**config.mk**
```make
export PLATFORM = sky130hd
export DESIGN_NAME = txr_fetch_mod
export DESIGN_NICKNAME = d
export VERILOG_FILES = /design/src/hw/rtl/assert_macros.svh /design/src/hw/rtl/txr_pkg.sv /design/src/hw/rtl/txr_fetch_mod.sv
export SDC_FILE = /design/constraint.sdc
export NUM_CORES = 1
export LEC_CHECK = 0
export BUFFER_PORTS_ARGS = -buffer_cell sky130_fd_sc_hd__buf_4
export CAP_MARGIN = 25
export CELL_PAD_IN_SITES_DETAIL_PLACEMENT = 1
export CELL_PAD_IN_SITES_GLOBAL_PLACEMENT = 1
export CORE_MARGIN = 5
export CORE_UTILIZATION = 33
export DETAILED_ROUTE_END_ITERATION = 12
export PLACE_DENSITY = 0.66
export REMOVE_ABC_BUFFERS = 1
export SYNTH_ARGS = -nofsm -noshare
export SYNTH_HDL_FRONTEND = slang
export SYNTH_SLANG_ARGS = --single-unit
```
**constraint.sdc**
```tcl
create_clock -name clock -period 0.8 [get_ports clock]
set_input_delay 0.12 -clock clock [delete_from_list [all_inputs] [get_ports clock]]
set_output_delay 0.12 -clock clock [all_outputs]
set_load 0.01 [all_outputs]
```
**src/hw/rtl/assert_macros.svh**
```systemverilog
// Assertion helpers for the RTL files.
`ifndef ASSERT_MACROS_SVH
`define ASSERT_MACROS_SVH

// Check a condition at every rising clock edge outside reset.
`define ASSERT_ALWAYS(label, clk, rst, cond) \
   label: assert property (@(posedge clk) disable iff (rst) (cond)) \
      else $error("assertion %m failed");

// Check that an antecedent implies a consequent in the same cycle.
`define ASSERT_IMPL(label, clk, rst, ante, cons) \
   label: assert property (@(posedge clk) disable iff (rst) (ante) |-> (cons)) \
      else $error("assertion %m failed");

`endif

```
**src/hw/rtl/txr_pkg.sv**
```systemverilog
`timescale 1ns / 1ps
package txr_pkg;

   localparam int RING_DEPTH_DEF  = 4096;
   localparam int CHUNK_LIMIT_DEF = 512;

   localparam int OP_W    = 2;
   localparam int BYTE_W  = 8;
   localparam int LEN_W   = 16;
   localparam int FIDX_W  = 12;
   localparam int START_W = 12;
   localparam int SLEN_W  = 10;
   localparam int SPACE_W = 12;

   localparam logic [OP_W-1:0] OP_WRITE = 2'd0;
   localparam logic [OP_W-1:0] OP_POLL  = 2'd1;
   localparam logic [OP_W-1:0] OP_READ  = 2'd2;
   localparam logic [OP_W-1:0] OP_NONE  = 2'd3;

   typedef struct packed {
      logic [OP_W-1:0]   operation;
      logic [BYTE_W-1:0] data_byte;
      logic              block_first;
      logic              block_last;
      logic [LEN_W-1:0]  block_length;
      logic              link_ready;
      logic              link_busy;
      logic              link_accepts;
      logic [FIDX_W-1:0] fetch_index;
   } txr_req_type;

   typedef struct packed {
      logic               status;
      logic               submit_valid;
      logic [START_W-1:0] submit_start;
      logic [SLEN_W-1:0]  submit_length;
      logic [BYTE_W-1:0]  fetched_byte;
      logic [SPACE_W-1:0] space_left;
   } txr_rsp_type;

   typedef enum logic [2:0] {
      S_IDLE,
      S_EXEC,
      S_RETIRE,
      S_OFFER,
      S_MOD,
      S_DONE
   } txr_state_type;

endpackage

```
**src/hw/rtl/txr_fetch_mod.sv**
```systemverilog
`timescale 1ns / 1ps
module txr_fetch_mod #(
   parameter int RING_DEPTH = txr_pkg::RING_DEPTH_DEF,
   parameter int IDX_W      = $clog2(RING_DEPTH)
) (
   input  logic                       clock,
   input  logic                       reset,
   input  logic                       start,
   input  logic [txr_pkg::FIDX_W-1:0] fetch_index,
   output logic                       done,
   output logic [IDX_W-1:0]           ring_index
);
   import txr_pkg::*;

   // Exact reciprocal for any FIDX_W-bit dividend.
   localparam int SHIFT    = FIDX_W + $clog2(RING_DEPTH);
   localparam longint unsigned RECIP =
      ((longint'(1) << SHIFT) + longint'(RING_DEPTH) - 1) / longint'(RING_DEPTH);
   localparam int RECIP_W  = FIDX_W + 2;
   localparam int PROD_W   = (FIDX_W + RECIP_W > SHIFT + 1) ? FIDX_W + RECIP_W : SHIFT + 1;
   localparam int Q_W      = PROD_W - SHIFT;

   logic              v1_ff, v2_ff, v3_ff;
   logic [FIDX_W-1:0] idx1_ff, idx2_ff;
   logic [PROD_W-1:0] prod_ff;
   logic [FIDX_W-1:0] qd_ff;
   logic [IDX_W-1:0]  res_ff;
   logic [Q_W-1:0]    quot;
   logic [PROD_W-1:0] qd_full;
   logic [FIDX_W-1:0] diff;

   assign quot    = Q_W'(prod_ff >> SHIFT);
   assign qd_full = PROD_W'(quot) * PROD_W'(RING_DEPTH);
   assign diff    = idx2_ff - qd_ff;

   always_ff @(posedge clock) begin
      if (reset) begin
         v1_ff <= 1'b0;
         v2_ff <= 1'b0;
         v3_ff <= 1'b0;
      end else begin
         v1_ff <= start;
         v2_ff <= v1_ff;
         v3_ff <= v2_ff;
      end
   end

   always_ff @(posedge clock) begin
      idx1_ff <= fetch_index;
      prod_ff <= PROD_W'(fetch_index) * PROD_W'(RECIP);
      idx2_ff <= idx1_ff;
      qd_ff   <= FIDX_W'(qd_full);
      res_ff  <= IDX_W'(diff);
   end

   assign done       = v3_ff;
   assign ring_index = res_ff;

endmodule

```
# ---- After elaboration in Yosys (flattened, before gate mapping)
# Cells that the tools add are included.
# Widths: inputs -> output; s select.
dict set report op_classes {
  eq_ne 0
  reduce_logical 0
  add_sub_neg 0
  n_shift 0
  muxes 0
  n_div 0
  bitwise 0
  n_lt_le_gt_ge 0
  n_mul 0
}
dict set report word_totals {
  output_inout_bits 13
  latchBits 0
  elab_cells 6
  romBits 0
  ff_bits 39
  n_memories 0
  mem_bits_rw 0
}

# ---- Depth between registers and ports, before layout
# Gate-level depths: netlist of the first run.
dict set report logic_depth {
  ltp_word 0
  ltp_mapped 1
  mapped_depth_nobuf 1
}

# ---- Worst setup path before layout of the first run
# OpenSTA, ideal clock, no wires.
dict set report synth_path {
  path_kind {register to register}
  start {register v2_ff}
  end {register v3_ff, in the netlist done}
  setup_slack_ns 0.310
  required_ns 0.686
  setup_time_ns 0.114
  stages_incl_launch_ff 2
  n_path_buf 0
  synth_period_minus_slack_ns 0.490
  t_arrival_ns 0.376
  path_cell_list {dfxtp_1 nor2b_1}
}
# item line
set synth_lines {}
lappend synth_lines {{start: declaration} txr_fetch_mod.sv:23} ;# logic v1_ff, v2_ff, v3_ff;
lappend synth_lines {{start signal: assignment} txr_fetch_mod.sv:43} ;# v2_ff <= v1_ff;
lappend synth_lines {{end signal: assignment} txr_fetch_mod.sv:44} ;# v3_ff <= v2_ff;
lappend synth_lines {{end: declaration} txr_fetch_mod.sv:23}
# No word-level cell between the ends.

# ---- Worst setup path in the final report of the first run
dict set report layout_path {
  start {register res_ff[5], in the netlist ring_index[5]}
  end {output port ring_index[5]}
}
# item line
set layout_lines {}
lappend layout_lines {{start: declaration} txr_fetch_mod.sv:27} ;# logic [IDX_W-1:0] res_ff;
lappend layout_lines {{start signal: assignment} txr_fetch_mod.sv:53} ;# res_ff <= IDX_W'(diff);
lappend layout_lines {{end: declaration} txr_fetch_mod.sv:11} ;# output logic [IDX_W-1:0] ring_index
# No word-level cell between the ends.

==> metrics.txt, run 1 <==
# TYPE chip_impl_metric gauge
chip_impl_metric{name="worst-slew-pin-transition",unit="ps"} 104
chip_impl_metric{name="vias",unit=""} 439
chip_impl_metric{name="hold_viol",unit=""} 0
chip_impl_metric{name="reg2reg_setup_slack",unit="ps"} 280
chip_impl_metric{name="post-route-worst-setup-slack",unit="ps"} -81.0
chip_impl_metric{name="path_clk_slew",unit="ps"} 100
chip_impl_info{name="layout.cells.most_common_list",value="26 x dfxtp_1, 14 x dlygate4sd3_1, 14 x buf_4, 13 x dfxtp_2, 13 x buf_6"} 1
chip_impl_metric{name="die_area",unit="um2"} 3510
chip_impl_metric{name="design_power_total",unit="mW"} 3.58
chip_impl_metric{name="postCtsSetupRepairBufs",unit=""} 0
chip_impl_metric{name="detail_route.drc_violations",unit=""} 0
chip_impl_metric{name="synth.yosys.warnings",unit=""} 0
chip_impl_metric{name="vias_per_cell",unit=""} 3.69
chip_impl_metric{name="route.detailed.wl_per_inst",unit="um"} 11.3
chip_impl_metric{name="synthToLayoutAreaGrowth",unit="%"} 66.2
chip_impl_metric{name="fin_crit_sh",unit=""} 1.10
chip_impl_info{name="final_common_cell",value="dfxtp_1"} 1
chip_impl_metric{name="timing.reg2reg.worst_path_depth",unit=""} 1
chip_impl_metric{name="synth_mux_area_frac",unit=""} 0
chip_impl_metric{name="nets",unit=""} 105
chip_impl_metric{name="power_leakage",unit="nW"} 0.588
chip_impl_info{name="crit_end_category",value="primary output"} 1
chip_impl_metric{name="total_non_filler_cell_area_in_the_finished_layout",unit="um2"} 1330
chip_impl_metric{name="finalSetupViolations",unit=""} 13
chip_impl_metric{name="routabilityCongestion",unit=""} 0.652
chip_impl_info{name="tritoncts_clock_tree",value="done"} 1
chip_impl_metric{name="slew_viol_final",unit=""} 0
chip_impl_metric{name="final.setup_skew",unit="ps"} 1.56
chip_impl_info{name="rsz0062_at_grt",value="true"} 1
chip_impl_metric{name="pin_count_of_the_biggest_net_entering_global_routing",unit=""} 13
chip_impl_metric{name="rows",unit=""} 17
chip_impl_info{name="rr_endpoint",value="done$_SDFF_PP0_"} 1
chip_impl_metric{name="place.port_buffers",unit=""} 27
chip_impl_info{name="violations",value="setup timing"} 1
chip_impl_metric{name="numCtsBuffers",unit=""} 5
chip_impl_metric{name="synth.distinct_cells",unit=""} 2
chip_impl_metric{name="whs_path_depth",unit=""} 0
chip_impl_metric{name="ys_ff_latch",unit=""} 39
chip_impl_info{name="worstHoldStart",value="idx2_ff[11]$_DFF_P_"} 1
chip_impl_metric{name="coreArea",unit="um2"} 2250
chip_impl_metric{name="relative_slew_slack",unit=""} 0.930
chip_impl_info{name="critical-path-slowest-cell",value="dfxtp_2"} 1
chip_impl_metric{name="cts-root-to-sink-buffers",unit=""} 2
chip_impl_info{name="cts.root.buffer_cell",value="clkbuf_4"} 1
chip_impl_metric{name="area_share_of_and_or_nand_nor_cells_after_synthesis",unit=""} 0.0235
chip_impl_metric{name="io_pins",unit=""} 28
chip_impl_metric{name="diodes",unit=""} 0
chip_impl_metric{name="powerDensity",unit="nW/um2"} 2700
chip_impl_metric{name="die_height",unit="um"} 59.2
chip_impl_metric{name="worst_path_largest_cell_delay",unit="ps"} 330
chip_impl_metric{name="synth.yosys.seq_area_share",unit=""} 0.977
chip_impl_metric{name="vdd.ir_drop.worst",unit="V"} 0.00190
chip_impl_metric{name="synth_compound_gate_area_share",unit=""} 0
chip_impl_metric{name="synth-adder-area-share",unit=""} 0
chip_impl_metric{name="antenna_violating_nets_post_route",unit=""} 0
chip_impl_metric{name="finalCriticalPeriod",unit="ps"} 881
chip_impl_metric{name="die_x",unit="um"} 59.2
chip_impl_metric{name="clock.fmax",unit="MHz"} 1140
chip_impl_info{name="timing.hold.worst_endpoint",value="ring_index[11]$_DFF_P_"} 1
chip_impl_metric{name="number_of_global_route_vias_before_repair",unit=""} 476
chip_impl_metric{name="xor_xnor_share_of_the_synthesized_area",unit=""} 0
chip_impl_info{name="largest_family_of_logic_cells_by_synthesized_area",value="simple AND/OR/NAND/NOR gates"} 1
chip_impl_metric{name="place_ws",unit="ps"} 250
chip_impl_metric{name="crit_buf_inv",unit=""} 1
chip_impl_info{name="critical_path_class",value="register to primary output"} 1
chip_impl_info{name="status",value="finished with violations"} 1
chip_impl_metric{name="drt_first_pass_iters",unit=""} 3
chip_impl_metric{name="arrival",unit="ps"} 760
chip_impl_metric{name="critPathMaxFanout",unit=""} 1
chip_impl_metric{name="synth.cell_area",unit="um2"} 800
chip_impl_metric{name="netlist_instances",unit=""} 42
chip_impl_metric{name="grt_antenna_before_repair",unit=""} 0
chip_impl_metric{name="drive_gt1_frac",unit=""} 0.527
chip_impl_metric{name="detailed_route_wl",unit="um"} 1340
chip_impl_metric{name="grt.total_usage",unit=""} 0.0903
chip_impl_metric{name="grt_remaining_overflow",unit=""} 0
chip_impl_metric{name="clock_insertion_delay_worst_skew",unit="ps"} 320
chip_impl_metric{name="cp_data_required_time",unit="ps"} 680
chip_impl_info{name="critPathTopFamily",value="flip-flops"} 1
chip_impl_metric{name="sinks_on_the_clock_net",unit=""} 39
chip_impl_metric{name="drt_first_iter_violations",unit=""} 2
chip_impl_info{name="kind_of_launch_point_of_the_worst_setup_path",value="register"} 1
chip_impl_info{name="worstPathCellList",value="buf_6"} 1
chip_impl_metric{name="grt_pass1_wl",unit="um"} 2150
chip_impl_info{name="rr_startpoint",value="v2_ff$_SDFF_PP0_"} 1
chip_impl_info{name="min-delay-path-class",value="register to register"} 1
chip_impl_metric{name="effective_utilization_at_floorplan",unit=""} 0.355
chip_impl_metric{name="cap_viol_max_count",unit=""} 0
chip_impl_metric{name="cell_area_after_placement",unit="um2"} 1040
chip_impl_metric{name="cts-htree-levels",unit=""} 2
chip_impl_metric{name="syn_area_per_cell",unit="um2"} 19.0
-- cells in the mapped netlist --
cell     number  area, um2
nor2b_1       3       18.8
dfxtp_1      39        781
-- final cells by class --
type / count / area [um2]
clock buffer: 6 / 51.3
fill: 221 / 926
multi-input combinational: 3 / 18.8
timing repair buffer: 41 / 392
clock inverter: 2 / 35.0
sequential: 39 / 797
tap: 28 / 35.0
-- power by group --
part | leakage (nW) | total, mW | switching (mW) | internal (mW)
Clock | 0.0482 | 1.30 | 0.565 | 0.739
Sequential | 0.329 | 2.08 | 0.0287 | 2.05
Combinational | 0.211 | 0.200 | 0.0517 | 0.148
-- kinds of logic (layout without fill, tap and decap cells) --
| family | Yosys count | in the layout |
|---|---|---|
| DFF | 39 | 39 |
| and+or+nand+nor | 3 | 3 |
| buffers and inverters | 0 | 49 |
-- worst max path at each step --
| stage | start | end | slack (ps) | depth (start not counted) |
|---|---|---|---|---|
| 2_1_floorplan | v2_ff$_SDFF_PP0_ | done$_SDFF_PP0_ | 310 | 1 |
| 3_3_place_gp | ring_index[1]$_DFF_P_ | ring_index[1] | 270 | 1 |
| 3_5_place_dp | ring_index[0]$_DFF_P_ | ring_index[0] | 250 | 1 |
| 4_1_cts | ring_index[0]$_DFF_P_ | ring_index[0] | -110 | 1 |
| 5_1_grt | ring_index[0]$_DFF_P_ | ring_index[0] | -140 | 1 |
| 6_report | ring_index[5]$_DFF_P_ | ring_index[5] | -80 | 1 |
-- metal layers --
| metal | wire length (um) | up-vias | track usage | share of wire |
|---|---|---|---|---|
| met5 | 0 | - | 0 | 0 |
| met1 | 431 | 199 | 0.0726 | 0.32 |
| li1 | - | 221 | - | - |
| met2 | 776 | 19 | 0.172 | 0.58 |
| met4 | 0 | 0 | 0.0194 | 0 |
| met3 | 136 | 0 | 0.0654 | 0.10 |
-- state kept, by name, summed over array words and instances (netlist names) --
signal	flops
v2_ff	1
idx1_ff	12
v1_ff	1
ring_index	12
idx2_ff	12
done	1
-- repair_timing --
action	4_1_cts	5_1_grt
hold buffers	14	0
endpoints found under the setup margin	13	13
gates resized for setup	20	6
gates cloned	0	0
endpoints found under the hold margin	15	0
-- metrics by stage --
step / std cells / util / setup TNS [ps] / hold slack (ps)
finish: 119 / 0.589 / -1010 / 332
global route: 119 / 0.589 / -1700 / 338
CTS: 119 / 0.586 / -1330 / 330
detailed placement: 97 / 0.460 / 0 / 226
global placement: 97 / 0.460 / 0 / 224
floorplan: 42 / - / 0 / 148
Power figures use the tool's default switching activity.
==> run 2: changes to the inputs <==
--- a/config.mk
+++ b/config.mk
@@ -14,6 +14,7 @@
 export DETAILED_ROUTE_END_ITERATION = 12
 export PLACE_DENSITY = 0.66
 export REMOVE_ABC_BUFFERS = 1
+export SETUP_SLACK_MARGIN = 0.3
 export SYNTH_ARGS = -nofsm -noshare
 export SYNTH_HDL_FRONTEND = slang
 export SYNTH_SLANG_ARGS = --single-unit
==> run 2 against run 1 <==
Via count shrank 11%; routed wire length down 18%; sequential power barely moved; worst hold slack got worse by 440 ps; the flow finishes with violations (hold timing, setup timing); final cell count down 12%; clock skew about the same; non-clock buffer count shrank 14.
==> metrics.txt, run 2 (synthesis results as in run 1) <==
# TYPE chip_impl_metric gauge
chip_impl_info{name="tritoncts_clock_tree",value="done"} 1
chip_impl_metric{name="synthToLayoutAreaGrowth",unit="%"} 48.7
chip_impl_info{name="critical-path-slowest-cell",value="dfxtp_2"} 1
chip_impl_metric{name="final-instance-count-excl-fill",unit=""} 105
chip_impl_metric{name="finalSetupViolations",unit=""} 13
chip_impl_metric{name="cap_viol_max_count",unit=""} 0
chip_impl_metric{name="relative_slew_slack",unit=""} 0.931
chip_impl_metric{name="post-route-worst-setup-slack",unit="ps"} -84.5
chip_impl_metric{name="rows",unit=""} 17
chip_impl_metric{name="drt_first_iter_violations",unit=""} 4
chip_impl_metric{name="worst-slew-pin-transition",unit="ps"} 103
chip_impl_info{name="kind_of_launch_point_of_the_worst_setup_path",value="register"} 1
chip_impl_metric{name="antenna_violating_nets_post_route",unit=""} 0
chip_impl_metric{name="grt_pass1_wl",unit="um"} 1880
chip_impl_metric{name="numCtsBuffers",unit=""} 5
chip_impl_metric{name="fin_crit_sh",unit=""} 1.11
chip_impl_metric{name="detailed_route_wl",unit="um"} 1100
chip_impl_metric{name="vias_per_cell",unit=""} 3.73
chip_impl_info{name="timing.critical_path.from",value="ring_index[2]$_DFF_P_"} 1
chip_impl_metric{name="route.detailed.wl_per_inst",unit="um"} 10.5
chip_impl_info{name="violations",value="hold timing, setup timing"} 1
chip_impl_metric{name="critPathMaxFanout",unit=""} 1
chip_impl_info{name="status",value="finished with violations"} 1
chip_impl_metric{name="clock.fmax",unit="MHz"} 1130
chip_impl_metric{name="grt_antenna_before_repair",unit=""} 0
chip_impl_info{name="worstPathCellList",value="buf_6"} 1
chip_impl_metric{name="worst_hold_slack",unit="ps"} -107
chip_impl_info{name="final_common_cell",value="dfxtp_1"} 1
chip_impl_metric{name="die_x",unit="um"} 59.2
chip_impl_metric{name="hold_viol",unit=""} 15
chip_impl_metric{name="effective_utilization_at_floorplan",unit=""} 0.355
chip_impl_metric{name="die_height",unit="um"} 59.2
chip_impl_info{name="crit_end_category",value="primary output"} 1
chip_impl_metric{name="worst_path_largest_cell_delay",unit="ps"} 330
chip_impl_metric{name="cts-root-to-sink-buffers",unit=""} 2
chip_impl_metric{name="sinks_on_the_clock_net",unit=""} 39
chip_impl_metric{name="nets",unit=""} 91
chip_impl_metric{name="clock_insertion_delay_worst_skew",unit="ps"} 320
chip_impl_metric{name="dp.cells",unit=""} 97
chip_impl_metric{name="grt.total_usage",unit=""} 0.0789
chip_impl_metric{name="path_clk_slew",unit="ps"} 100
chip_impl_metric{name="number_of_global_route_vias_before_repair",unit=""} 439
chip_impl_metric{name="routabilityCongestion",unit=""} 0.652
chip_impl_metric{name="drt_first_pass_iters",unit=""} 3
chip_impl_metric{name="place.port_buffers",unit=""} 27
chip_impl_metric{name="io_pins",unit=""} 28
chip_impl_metric{name="cts-htree-levels",unit=""} 2
chip_impl_metric{name="power_leakage",unit="nW"} 0.530
chip_impl_info{name="rsz0062_at_grt",value="true"} 1
chip_impl_info{name="min-delay-path-class",value="primary input to register"} 1
chip_impl_metric{name="die_area",unit="um2"} 3510
chip_impl_metric{name="crit_buf_inv",unit=""} 1
chip_impl_metric{name="grt_remaining_overflow",unit=""} 0
chip_impl_info{name="layout.cells.most_common_list",value="26 x dfxtp_1, 14 x buf_4, 13 x dfxtp_2, 13 x buf_6, 5 x clkbuf_4"} 1
chip_impl_metric{name="finalCriticalPeriod",unit="ps"} 885
chip_impl_info{name="critical_path_class",value="register to primary output"} 1
chip_impl_metric{name="drive_gt1_frac",unit=""} 0.623
chip_impl_metric{name="diodes",unit=""} 0
chip_impl_metric{name="cp_data_required_time",unit="ps"} 680
chip_impl_metric{name="final.setup_skew",unit="ps"} 1.15
chip_impl_metric{name="vias",unit=""} 392
chip_impl_metric{name="arrival",unit="ps"} 760
chip_impl_metric{name="coreArea",unit="um2"} 2250
chip_impl_metric{name="vdd.ir_drop.worst",unit="V"} 0.00189
chip_impl_info{name="critPathTopFamily",value="flip-flops"} 1
chip_impl_metric{name="pin_count_of_the_biggest_net_entering_global_routing",unit=""} 13
chip_impl_info{name="rr_startpoint",value="v2_ff$_SDFF_PP0_"} 1
chip_impl_metric{name="powerDensity",unit="nW/um2"} 2960
chip_impl_info{name="worstHoldStart",value="fetch_index[8]"} 1
chip_impl_metric{name="slew_viol_final",unit=""} 0
chip_impl_info{name="cts.root.buffer_cell",value="clkbuf_4"} 1
chip_impl_metric{name="detail_route.drc_violations",unit=""} 0
## run 2: changes by cell type in the layout (fill, tap and decap cells not counted), sizes merged
cell	delta
dlygate4sd3	-14
## run 2: final timing paths
kind / end / slack, ps / cells after the start
hold reg to reg: ring_index[11]$_DFF_P_ / 330 / 0
setup / recovery: ring_index[2] / -80 / 1
hold / removal: idx1_ff[8]$_DFF_P_ / -110 / 1
setup reg to reg: done$_SDFF_PP0_ / 280 / 1
## run 2: power breakdown
| part | total [mW] | switching (mW) | internal (mW) |
|---|---|---|---|
| logic | 0.143 | 0.0389 | 0.104 |
| registers | 2.08 | 0.0289 | 2.05 |
| clock network | 1.30 | 0.559 | 0.739 |
| total | 3.52 | 0.627 | 2.89 |
## run 2: final cells by class
type | count | area [um2]
tap | 28 | 35.0
sequential | 39 | 797
clock inverter | 2 | 35.0
fill | 229 | 1070
clock buffer | 6 | 51.3
timing repair buffer | 27 | 251
multi-input combinational | 3 | 18.8
## run 2: what timing repair did
item                                   4_1_cts  5_1_grt
endpoints found under the hold margin       15       15
setup endpoints to repair                   15       15
gates resized for setup                     20        6
buffers inserted                             0        0
## run 2: through the flow
stage          utilization  TNS [ps]  area [um2]  total power, mW  setup WS, ps
2_1_floorplan            -         0         800             2.13           310
3_3_place_gp         0.460         0        1040             2.23           267
3_5_place_dp         0.460         0        1040             2.24           250
4_1_cts              0.524     -1330        1180             3.58          -114
5_1_grt              0.527     -1730        1190             3.69          -142
6_report             0.527     -1020        1190             3.52         -84.5
## run 2: per-layer routing
metal | up-vias | track usage | wire length, um
met1 | 177 | 0.0631 | 355
met3 | 2 | 0.0610 | 140
li1 | 193 | - | -
met2 | 20 | 0.137 | 598
met5 | - | 0 | 0
met4 | 0 | 0.0388 | 9
==> run 3: changes to the inputs <==
--- a/config.mk
+++ b/config.mk
@@ -5,14 +5,15 @@
 export SDC_FILE = /design/constraint.sdc
 export NUM_CORES = 1
 export LEC_CHECK = 0
+export ABC_AREA = 1
 export BUFFER_PORTS_ARGS = -buffer_cell sky130_fd_sc_hd__buf_4
 export CAP_MARGIN = 25
 export CELL_PAD_IN_SITES_DETAIL_PLACEMENT = 1
 export CELL_PAD_IN_SITES_GLOBAL_PLACEMENT = 1
 export CORE_MARGIN = 5
-export CORE_UTILIZATION = 33
+export CORE_UTILIZATION = 32
 export DETAILED_ROUTE_END_ITERATION = 12
-export PLACE_DENSITY = 0.66
+export PLACE_DENSITY = 0.65
 export REMOVE_ABC_BUFFERS = 1
 export SETUP_SLACK_MARGIN = 0.3
 export SYNTH_ARGS = -nofsm -noshare
==> run 3 against run 2 <==
The run still ends with hold timing, setup timing left; sequential power about the same; clock power about the same; first-iteration DRC count up 25%; critical path depth unchanged; non-clock buffer count up 1; combinational power up 3%; area after synthesis up 0.47%; sequential share of layout area down 1.0 points; largest power group unchanged; highest routed layer unchanged.
==> metrics.txt, run 3 <==
# TYPE chip_impl_metric gauge
chip_impl_metric{name="vias_per_cell",unit=""} 3.74
chip_impl_info{name="layout.cells.most_common_list",value="26 x dfxtp_1, 14 x buf_4, 13 x dfxtp_2, 13 x buf_6, 5 x clkbuf_4"} 1
chip_impl_info{name="rr_endpoint",value="done$_SDFF_PP0_"} 1
chip_impl_metric{name="met2RoutedLength",unit="um"} 586
chip_impl_info{name="status",value="finished with violations"} 1
chip_impl_metric{name="antenna_violating_nets_post_route",unit=""} 0
chip_impl_metric{name="number_of_global_route_vias_before_repair",unit=""} 392
chip_impl_metric{name="worst_path_largest_cell_delay",unit="ps"} 340
chip_impl_metric{name="swShare",unit=""} 0.184
chip_impl_metric{name="finalSetupViolations",unit=""} 13
chip_impl_metric{name="crit_buf_inv",unit=""} 1
chip_impl_metric{name="dp.cells",unit=""} 102
chip_impl_metric{name="power_leakage",unit="nW"} 0.543
chip_impl_metric{name="drt_first_iter_violations",unit=""} 5
chip_impl_metric{name="worst-slew-pin-transition",unit="ps"} 107
chip_impl_metric{name="fin_tns_setup",unit="ps"} -1200
chip_impl_metric{name="numCtsBuffers",unit=""} 5
chip_impl_metric{name="arrival",unit="ps"} 780
chip_impl_metric{name="edff_count_synth",unit=""} 0
chip_impl_metric{name="hpwlAfterDp",unit="um"} 778
chip_impl_metric{name="relative_slew_slack",unit=""} 0.928
chip_impl_metric{name="grt.total_usage",unit=""} 0.0736
chip_impl_metric{name="slew_viol_final",unit=""} 0
chip_impl_metric{name="reg2reg_setup_slack",unit="ps"} 310
chip_impl_metric{name="combinationalPowerShare",unit=""} 0.042
chip_impl_metric{name="die_height",unit="um"} 60.1
chip_impl_metric{name="detail_route.drc_violations",unit=""} 0
chip_impl_metric{name="sequential_cell_area",unit="um2"} 797
chip_impl_info{name="top_layer",value="met4"} 1
chip_impl_metric{name="rows",unit=""} 18
chip_impl_metric{name="vdd.ir_drop.worst",unit="V"} 0.00171
chip_impl_info{name="synthFlopType",value="dfxtp_1"} 1
chip_impl_metric{name="synth.yosys.seq_area_share",unit=""} 0.972
chip_impl_info{name="synth_largest_area_cell",value="dfxtp_1"} 1
chip_impl_metric{name="grt_antenna_before_repair",unit=""} 0
chip_impl_metric{name="drive_gt1_frac",unit=""} 0.617
chip_impl_info{name="tritoncts_clock_tree",value="done"} 1
chip_impl_metric{name="syn_area_per_cell",unit="um2"} 17.9
chip_impl_metric{name="path_clk_slew",unit="ps"} 110
chip_impl_metric{name="internal_power",unit="mW"} 2.89
chip_impl_metric{name="die_x",unit="um"} 60.1
chip_impl_info{name="rsz0062_at_grt",value="true"} 1
chip_impl_metric{name="netlist_instances",unit=""} 45
chip_impl_info{name="worstPathCellList",value="buf_6"} 1
chip_impl_metric{name="diodes",unit=""} 0
chip_impl_metric{name="fillers",unit=""} 238
chip_impl_metric{name="die_area",unit="um2"} 3610
chip_impl_metric{name="routabilityCongestion",unit=""} 0.591
chip_impl_metric{name="synthToLayoutAreaGrowth",unit="%"} 50.3
chip_impl_metric{name="route.detailed.wl_per_inst",unit="um"} 10.8
chip_impl_metric{name="ys_ff_latch",unit=""} 39
chip_impl_metric{name="cts-root-to-sink-buffers",unit=""} 2
chip_impl_metric{name="final.setup_skew",unit="ps"} 7.80
chip_impl_metric{name="path_depth",unit=""} 1
chip_impl_metric{name="dr_wl_met3",unit="um"} 172
chip_impl_metric{name="net-switching-power",unit="mW"} 0.654
chip_impl_info{name="final_common_cell",value="dfxtp_1"} 1
chip_impl_metric{name="finalCriticalPeriod",unit="ps"} 903
chip_impl_metric{name="nets",unit=""} 95
chip_impl_metric{name="cp_data_required_time",unit="ps"} 680
chip_impl_metric{name="synth.cell_area",unit="um2"} 803
chip_impl_info{name="timing.critical_path.from",value="ring_index[10]$_DFF_P_"} 1
chip_impl_info{name="synth.top_cells.by_count",value="39 x dfxtp_1, 3 x inv_1, 3 x nor2_1"} 1
chip_impl_metric{name="sinks_on_the_clock_net",unit=""} 39
chip_impl_metric{name="async_reset_ff_frac",unit=""} 0
chip_impl_metric{name="final-instance-count-excl-fill",unit=""} 111
chip_impl_info{name="critical-path-slowest-cell",value="dfxtp_2"} 1
chip_impl_metric{name="multiInputGateArea",unit="um2"} 13.8
chip_impl_metric{name="clockPowerShare",unit=""} 0.372
chip_impl_info{name="ys_top_cells_by_area",value="dfxtp_1 97%, inv_1 1.4%, nor2_1 1.4%"} 1
chip_impl_metric{name="coreArea",unit="um2"} 2430
chip_impl_metric{name="hold_viol",unit=""} 14
chip_impl_info{name="synthMostInstantiatedCell",value="dfxtp_1"} 1
chip_impl_metric{name="worst_hold_slack",unit="ps"} -122
chip_impl_metric{name="synth.distinct_cells",unit=""} 3
chip_impl_metric{name="cell_area_after_placement",unit="um2"} 1040
chip_impl_info{name="cts.root.buffer_cell",value="clkbuf_4"} 1
chip_impl_metric{name="total_non_filler_cell_area_in_the_finished_layout",unit="um2"} 1210
chip_impl_metric{name="powerDensity",unit="nW/um2"} 2940
chip_impl_metric{name="effective_utilization_at_floorplan",unit=""} 0.330
chip_impl_info{name="endpoint",value="ring_index[10]"} 1
chip_impl_info{name="min-delay-path-class",value="primary input to register"} 1
chip_impl_metric{name="cts-htree-levels",unit=""} 2
chip_impl_metric{name="io_pins",unit=""} 28
chip_impl_metric{name="drt_first_pass_iters",unit=""} 2
chip_impl_metric{name="fin_crit_sh",unit=""} 1.13
chip_impl_metric{name="synth.top_cell.area_share",unit=""} 0.972
chip_impl_info{name="critPathTopFamily",value="flip-flops"} 1
chip_impl_metric{name="cap_viol_max_count",unit=""} 0
chip_impl_metric{name="clock_insertion_delay_worst_skew",unit="ps"} 330
chip_impl_metric{name="power.sequential.fraction",unit=""} 0.586
chip_impl_metric{name="clock.fmax",unit="MHz"} 1110
chip_impl_metric{name="pin_count_of_the_biggest_net_entering_global_routing",unit=""} 13
chip_impl_metric{name="critPathMaxFanout",unit=""} 1
chip_impl_metric{name="m1WireLength",unit="um"} 414
chip_impl_info{name="rr_startpoint",value="v2_ff$_SDFF_PP0_"} 1
chip_impl_metric{name="finish.utilization",unit=""} 0.496
chip_impl_metric{name="grt_remaining_overflow",unit=""} 0
chip_impl_metric{name="grt_pass1_wl",unit="um"} 1730
chip_impl_info{name="critical_path_class",value="register to primary output"} 1
chip_impl_metric{name="timing.reg2reg.worst_path_depth",unit=""} 2
chip_impl_info{name="kind_of_launch_point_of_the_worst_setup_path",value="register"} 1
chip_impl_metric{name="detailed_route_wl",unit="um"} 1200
chip_impl_metric{name="synth.yosys.warnings",unit=""} 0
chip_impl_metric{name="post-route-worst-setup-slack",unit="ps"} -103
chip_impl_metric{name="vias",unit=""} 415
chip_impl_info{name="crit_end_category",value="primary output"} 1
chip_impl_info{name="violations",value="hold timing, setup timing"} 1
chip_impl_metric{name="place.port_buffers",unit=""} 27
-- run 3: cell type report --
class,count,area share
well taps,30,0.0311
clock buffers,6,0.0425
repair buffers,28,0.217
inverters,3,0.00933
flip-flops and latches,39,0.660
multi-input cells,3,0.0114
clock inverters,2,0.0290
-- run 3: logic make-up after synthesis --
kind of cell,after synthesis,share of synthesized area
flip-flops,39,0.972
buffers and inverters,3,0.0140
AND/OR/NAND/NOR,3,0.0140
-- run 3: routing by layer --
metal,global-route usage,vias to the layer above
met1,0.0651,186
li1,-,204
met4,0.0570,0
met3,0.0670,3
met2,0.103,22
met5,0,-
-- run 3: per-stage QoR --
| stage | power (mW) | setup slack, ps |
|---|---|---|
| final | 3.55 | -103 |
| after detailed placement | 2.24 | 255 |
| after global routing | 3.72 | -154 |
| after CTS | 3.59 | -125 |
| after global placement | 2.23 | 269 |
| after floorplan | 2.13 | 349 |
-- run 3: power by group through the flow --
stage	registers, mW	logic, mW	clock network (mW)
final	2.08	0.148	1.32
after global routing	2.09	0.157	1.47
after CTS	2.08	0.146	1.37
after detailed placement	2.11	0.126	0
after global placement	2.11	0.125	0
after floorplan	2.12	0.00453	0
-- run 3: worst min path at each step --
stage | from | end | slack, ps | depth (start not counted)
after floorplan | fetch_index[0] | idx1_ff[0]$_DFF_P_ | 150 | 0
after global placement | fetch_index[8] | idx1_ff[8]$_DFF_P_ | 230 | 1
after detailed placement | fetch_index[1] | idx1_ff[1]$_DFF_P_ | 230 | 1
after CTS | fetch_index[8] | idx1_ff[8]$_DFF_P_ | -150 | 1
after global routing | fetch_index[0] | idx1_ff[0]$_DFF_P_ | -150 | 1
final | fetch_index[8] | idx1_ff[8]$_DFF_P_ | -120 | 1
-- run 3: timing repair --
action	CTS	global route
endpoints found under the hold margin	15	15
pin swaps	0	1
setup endpoints to repair	13	14
buffers inserted	0	0
gates resized for setup	20	8
